==> src/rtl/nwhe_pkg.sv <==
`default_nettype none
package nwhe_pkg;

  localparam int MaxWaypoints = 256;
  localparam int AddrW        = $clog2(MaxWaypoints);
  localparam int CountW       = 9;
  localparam int DistW        = 65;

  localparam logic CmdLoad  = 1'b0;
  localparam logic CmdQuery = 1'b1;

  localparam logic RegWaypointCount = 1'b0;

  // one table entry as stored in the waypoint memory
  typedef struct packed {
    logic signed [31:0] lat;
    logic signed [31:0] lon;
    logic signed [15:0] spd;
    logic        [15:0] hdg;
  } wp_entry_t;

  // sideband that travels with an entry through the distance pipeline
  typedef struct packed {
    logic [7:0]         idx;
    logic signed [15:0] spd;
    logic        [15:0] hdg;
  } wp_tag_t;

  // shortest turn from real to target, left negative, half turn positive
  function automatic logic signed [16:0] heading_err(input logic [15:0] target,
                                                     input logic [15:0] real_hdg);
    logic [15:0] d;
    logic [16:0] r;
    d = target - real_hdg;
    if (d == 16'd0) begin
      r = 17'd0;
    end else if (!d[15]) begin
      r = 17'd0 - {1'b0, d};
    end else begin
      r = 17'h10000 - {1'b0, d};
    end
    return signed'(r);
  endfunction

endpackage
`default_nettype wire

==> src/rtl/nwhe_dist.sv <==
`default_nettype none
module nwhe_dist (
  input  wire logic                  clk_i,
  input  wire logic                  rst_ni,
  input  wire logic                  vld_i,
  input  wire nwhe_pkg::wp_entry_t   entry_i,
  input  wire nwhe_pkg::wp_tag_t     tag_i,
  input  wire logic signed [30:0]    qlat_i,
  input  wire logic signed [31:0]    qlon_i,
  output logic                       vld_o,
  output logic [nwhe_pkg::DistW-1:0] dist_o,
  output nwhe_pkg::wp_tag_t          tag_o,
  output logic                       busy_o
);
  import nwhe_pkg::*;

  logic [2:0]         vld_q;
  logic [31:0]        dl_q, dn_q;
  logic [63:0]        sa_q, sb_q;
  logic [DistW-1:0]   dist_q;
  wp_tag_t            tag_a_q, tag_b_q, tag_c_q;

  logic signed [32:0] diff_lat, diff_lon;
  logic [32:0]        abs_lat, abs_lon;

  always_comb begin
    diff_lat = {entry_i.lat[31], entry_i.lat} - {{2{qlat_i[30]}}, qlat_i};
    diff_lon = {entry_i.lon[31], entry_i.lon} - {qlon_i[31], qlon_i};
    abs_lat  = diff_lat[32] ? 33'(-diff_lat) : 33'(diff_lat);
    abs_lon  = diff_lon[32] ? 33'(-diff_lon) : 33'(diff_lon);
  end

  always_ff @(posedge clk_i or negedge rst_ni) begin
    if (!rst_ni) begin
      vld_q <= '0;
    end else begin
      vld_q <= {vld_q[1:0], vld_i};
    end
  end

  // magnitudes, then squares, then the exact 65-bit sum
  always_ff @(posedge clk_i) begin
    dl_q    <= abs_lat[31:0];
    dn_q    <= abs_lon[31:0];
    tag_a_q <= tag_i;
    sa_q    <= dl_q * dl_q;
    sb_q    <= dn_q * dn_q;
    tag_b_q <= tag_a_q;
    dist_q  <= {1'b0, sa_q} + {1'b0, sb_q};
    tag_c_q <= tag_b_q;
  end

  assign vld_o  = vld_q[2];
  assign dist_o = dist_q;
  assign tag_o  = tag_c_q;
  assign busy_o = |vld_q;

endmodule
`default_nettype wire

==> config.mk <==
export PLATFORM = sky130hd
export DESIGN_NAME = nwhe_dist
export DESIGN_NICKNAME = d
export VERILOG_FILES = /design/src/rtl/nwhe_pkg.sv /design/src/rtl/nwhe_dist.sv
export SDC_FILE = /design/constraint.sdc
export NUM_CORES = 2
export LEC_CHECK = 0
export ABC_CLOCK_PERIOD_IN_PS = 11300
export BUFFER_PORTS_ARGS = -buffer_cell sky130_fd_sc_hd__buf_2
export CORE_ASPECT_RATIO = 1.2
export CORE_MARGIN = 3
export CORE_UTILIZATION = 30
export CTS_CLUSTER_DIAMETER = 40
export DETAILED_ROUTE_END_ITERATION = 16
export RECOVER_POWER = 50
export SLEW_MARGIN = 20
export SYNTH_ARGS = -nofsm -noshare
export SYNTH_HDL_FRONTEND = slang
export SYNTH_SLANG_ARGS = --single-unit
==> constraint.sdc <==
create_clock -name clk_i -period 11.3 [get_ports clk_i]
set_input_delay 3.39 -clock clk_i [delete_from_list [all_inputs] [get_ports clk_i]]
set_output_delay 3.39 -clock clk_i [all_outputs]
set_load 0.03 [all_outputs]
# Yosys cells after proc, flatten, opt, wreduce, memory -nomap -nowiden
# Cells that the tools add are included.
# classes
add_sub_neg,5
mul,2
div_mod_pow,0
n_lt_le_gt_ge,0
eq_ne,0
shifts,0
mux,2
bitwise_logic,0
reduce_logical,1
# op_table
cell,count
32-bit by 32-bit multiplier with 64-bit output,2
64-bit by 64-bit adder with 65-bit output,1
32-bit 2-to-1 mux,2
32-bit negation,2
32-bit by 31-bit subtractor with 33-bit output,1
32-bit by 32-bit subtractor with 33-bit output,1
3-bit OR reduction,1
# totals
register_bits,380
latch_bits,0
ramBits,0
romBits,0
in_bits,202
out_inout_bits,107
mem_count,0

# Logic depth before layout (Yosys ltp)
# depth
depth_word,3
ltp_mapped,32
depth_no_buf,30

# Least setup slack after synthesis
# OpenSTA, ideal clock, no wires.
# synth_path
path_type,reg-to-reg
start,register dl_q[5]
end,register sa_q[60]
setup_time_ns,0.072
t_arrival_ns,7.763
required_ns,11.228
setup_slack_ns,3.466
stages_incl_launch_ff,29
n_path_buf,2
path_cell_list,dfxtp_1 -> clkbuf_1 -> clkbuf_1 -> nand2_1 -> fa_1 -> inv_1 -> fa_1 -> fa_1 -> inv_1 -> fa_1 -> inv_1 -> fa_1 -> inv_1 -> fa_1 -> inv_1 -> fa_1 -> fa_1 -> ha_1 -> nand4_1 -> nor4_1 -> o211ai_1 -> a311oi_2 -> o21ai_2 -> o31ai_2 -> a221oi_1 -> o2111ai_1 -> o211ai_1 -> o31ai_2 -> xor2_1
# synth_between
elab_chain_cells,1
# synth_rtl
item,line,text
start: declaration,nwhe_dist.sv:18,"logic [31:0] dl_q, dn_q;"
start signal: assignment,nwhe_dist.sv:43,dl_q <= abs_lat[31:0];
32-bit by 32-bit multiplier with 64-bit output,nwhe_dist.sv:46,sa_q <= dl_q * dl_q;
end signal: assignment,nwhe_dist.sv:46,
end: declaration,nwhe_dist.sv:19,"logic [63:0] sa_q, sb_q;"
# Every way passes these cells.

# Worst setup path after layout
# layout_path
start,register dn_q[0]
end,register sb_q[61]
# layout_between
elab_chain_cells,1
# layout_rtl
item,line,text
start: declaration,nwhe_dist.sv:18,
start signal: assignment,nwhe_dist.sv:44,dn_q <= abs_lon[31:0];
32-bit by 32-bit multiplier with 64-bit output,nwhe_dist.sv:47,sb_q <= dn_q * dn_q;
end signal: assignment,nwhe_dist.sv:47,
end: declaration,nwhe_dist.sv:19,
# Every way passes these cells.

==> run metrics <==
Resized Gates After CTS 0; crit path time final 9.601 ns; Clock Latency Late Sink 0.71 ns; Worst Hold Class reg -> reg; total grt overflow 0; Routed Antenna Nets 0; status complete, but fails checks; post-synth cell types 88; Die X 461.3 um; routed length per instance 16.96 um; Pre-antenna DRT Iters 7; Synth Flop Type dfxtp_1; vias in the first global route 59,572; largest net degree at the start of global routing 40; Reg area 0.007627 sq mm; Hold Crit Depth 0; global-route wire length before repair 314.8 mm; Max Cap Viol 1; Max Fclk 104.2 MHz; Fillers 25,241; clock buffer depth 3; sequential share of the synthesized area 10.16%; Detailed Route Iter0 Violations 2,857; Avg Cell Area, Syn 9.337 sq um; initial antenna violation count 14; syn_nets 10,503; max-slew violations 35; TNS Setup 0 ns; Final Hold Viols 0; core box area 0.2463 sq mm; layout cells sized above 1 6.221%; clk sinks 378; violated checks max-capacitance violations, max-slew violations; Cell Area, Synth 0.07461 sq mm; Post-synth EDFFs 0; vias post-DR 53,112; Syn-to-layout area delta 9.231%; drc violations 0; area taken by multi-input logic gates 0.05818 sq mm; clk_skew 0.07804 ns; CP startpoint kind flip-flop; setup bufs post-CTS 0; synthesis-stage register bit count 378; DR vias/cell 4.666; die area 0.2548 sq mm; Chip Height 552.3 um; Worst slew margin -3.134%; GRT Total Usage 15.46%; DP HPWL 160.1 mm; Worst Tran Pin Value 1.547 ns; Starting Density 30.30%; DRT Wirelength 193.1 mm; H-Tree Depth 2; synthesized instance count 7,991; Crit. End Element flip-flop; I/O pin cnt 309; Synth async-reset ratio 0.7937%; Hold Buf Count CTS 0; gp weighted congestion 0.8995; Tcrit/Tclk final 84.96%; Yosys warnings 0; PortBufs 276; Worst EP required 11.86 ns; crit-path max FO 23; Final Setup Violations 0; Reg clk slew, reported paths 0.06 ns; CP arrival 10.16 ns; CTS root buf clkbuf_16; CTS Buf Count 55; Nets 10,616; FF-to-FF path depth 26; kind of critical path reg -> reg; row cnt 199; RSZ-0062 raised after global routing no; CTS tree done
area by class of cell:
class / count / share of cell area [%]
inverter: 2068 / 9.524
sequential: 378 / 9.358
clock inverter: 39 / 0.7200
antenna: 17 / 0.05220
multi-input combinational: 5259 / 71.38
clock buffer: 64 / 1.779
timing repair buffer: 342 / 2.246
tap: 3216 / 4.937
logic make-up after synthesis:
logic type	synth area share, %
and+or+nand+nor	11.15
DFF	10.16
adders and majority gates	54.71
muxes	0.1140
AOI/OAI and AO/OA	7.724
buffers and inverters	11.86
xor gates and xnor gates	4.273
layer usage:
| layer | wire, um | share of wire, % | global-route usage [%] |
|---|---|---|---|
| met2 | 101100 | 52 | 28.15 |
| met3 | 9166 | 4.7 | 1.690 |
| met4 | 8614 | 4.5 | 6.567 |
| met5 | 13 | 0.0067 | 0 |
| met1 | 74120 | 38 | 18.26 |
state kept, by name (all words and copies together) (netlist names):
register / count
dl_q: 32
dn_q: 32
dist_o: 65
tag_a_q: 40
tag_o: 40
tag_b_q: 40
vld_q: 3
sb_q: 63
sa_q: 63
worst paths after layout:
kind / start / endpoint / slack [ns]
max reg2reg: dn_q[0] / sb_q[61] / 1.70
min reg2reg: tag_b_q[7] / tag_o[7] / 0.28
max in group asynchronous: rst_ni / vld_q[2] / 8.68
min in group asynchronous: rst_ni / vld_q[1] / 2.47
max: dn_q[0] / sb_q[61] / 1.70
min: tag_b_q[7] / tag_o[7] / 0.28
synth_stat cells (5+ instances only):
cell / instances / area, sq um
and4_1: 8 / 70.07
or4_1: 5 / 37.54
a21boi_0: 7 / 52.55
o41ai_1: 6 / 52.55
o31a_1: 6 / 52.55
o21bai_1: 39 / 292.8
a31oi_1: 45 / 281.5
o21ai_1: 13 / 65.06
nor3_1: 41 / 205.2
a21o_1: 159 / 1194
nor2_1: 260 / 975.9
nor4_1: 11 / 68.82
nand2_1: 641 / 2406
a221oi_1: 10 / 87.58
buf_2: 10 / 50.05
nand2b_1: 21 / 131.4
a221o_1: 5 / 50.05
o221ai_1: 5 / 43.79
xnor2_1: 219 / 1918
nor2b_1: 46 / 287.8
a31o_2: 26 / 227.7
or2_2: 18 / 112.6
o21a_1: 32 / 240.2
dfxtp_1: 375 / 7507
a21oi_1: 269 / 1346
o31ai_2: 5 / 62.56
xor2_1: 145 / 1270
or3_1: 12 / 75.07
nand4_1: 60 / 375.4
o21ai_0: 132 / 660.6
and2_1: 460 / 2878
o31ai_1: 21 / 157.7
a41oi_1: 8 / 70.07
inv_1: 2064 / 7747
clkbuf_1: 269 / 1010
a211o_1: 5 / 43.79
o22ai_1: 8 / 50.05
o211ai_1: 16 / 120.1
and3_1: 31 / 193.9
buf_1: 7 / 26.28
ha_1: 722 / 9034
a211oi_1: 18 / 135.1
fa_1: 1588 / 31790
nand3_1: 55 / 275.3
through the flow:
step | hold slack [ns] | util (%) | instance area, sq um | std cells | setup slack [ns]
2_1_floorplan | 0.3096 | - | 74610 | 7991 | 3.466
3_3_place_gp | 0.3099 | 32.28 | 79500 | 11263 | 2.077
3_5_place_dp | 0.3121 | 32.28 | 79500 | 11263 | 1.997
4_1_cts | 0.2834 | 33.11 | 81540 | 11366 | 1.873
5_1_grt | 0.3032 | 33.10 | 81500 | 11381 | 1.008
6_report | 0.2824 | 33.10 | 81500 | 11383 | 1.699
worst max-delay path, stage by stage, from the launching register on:
cell      delay [ns]
dfxtp_1         0.75
clkbuf_1        0.96
nand2_1         0.27
xor2_1          0.23
ha_1            0.20
a31o_2          0.22
fa_1            0.48
inv_1           0.05
fa_1            0.48
inv_1           0.04
ha_1            0.18
fa_1            0.46
fa_1            0.57
fa_1            0.43
fa_1            0.44
ha_1            0.43
nand4_1         0.20
nor4_1          0.44
nand3_1         0.33
a211oi_1        0.57
a21oi_1         0.26
a31oi_1         0.31
o22ai_1         0.23
o21bai_1        0.26
a21oi_1         0.17
o31ai_1         0.30
xor2_1          0.19
cells in the final DEF (no fill, tap or decap), types with 32 or more instances in the layout:
master / Yosys / layout
nor3_1: 41 / 41
nor2b_1: 46 / 46
buf_4: 0 / 64
o21ai_0: 132 / 134
inv_1: 2064 / 2064
xnor2_1: 219 / 219
a21o_1: 159 / 159
nand2_1: 641 / 641
o21bai_1: 39 / 39
ha_1: 722 / 722
a31oi_1: 45 / 45
and2_1: 460 / 458
o21a_1: 32 / 32
a21oi_1: 269 / 270
xor2_1: 145 / 145
clkbuf_1: 269 / 50
nand3_1: 55 / 55
nand4_1: 60 / 60
fa_1: 1588 / 1588
dfxtp_1: 375 / 339
clkbuf_16: 0 / 55
nor2_1: 260 / 260
dfxtp_2: 0 / 36
buf_2: 10 / 232
Power is left out: the tool's default activity adds up to more than one toggle a clock period on the data nets, which glitch-free logic cannot reach.
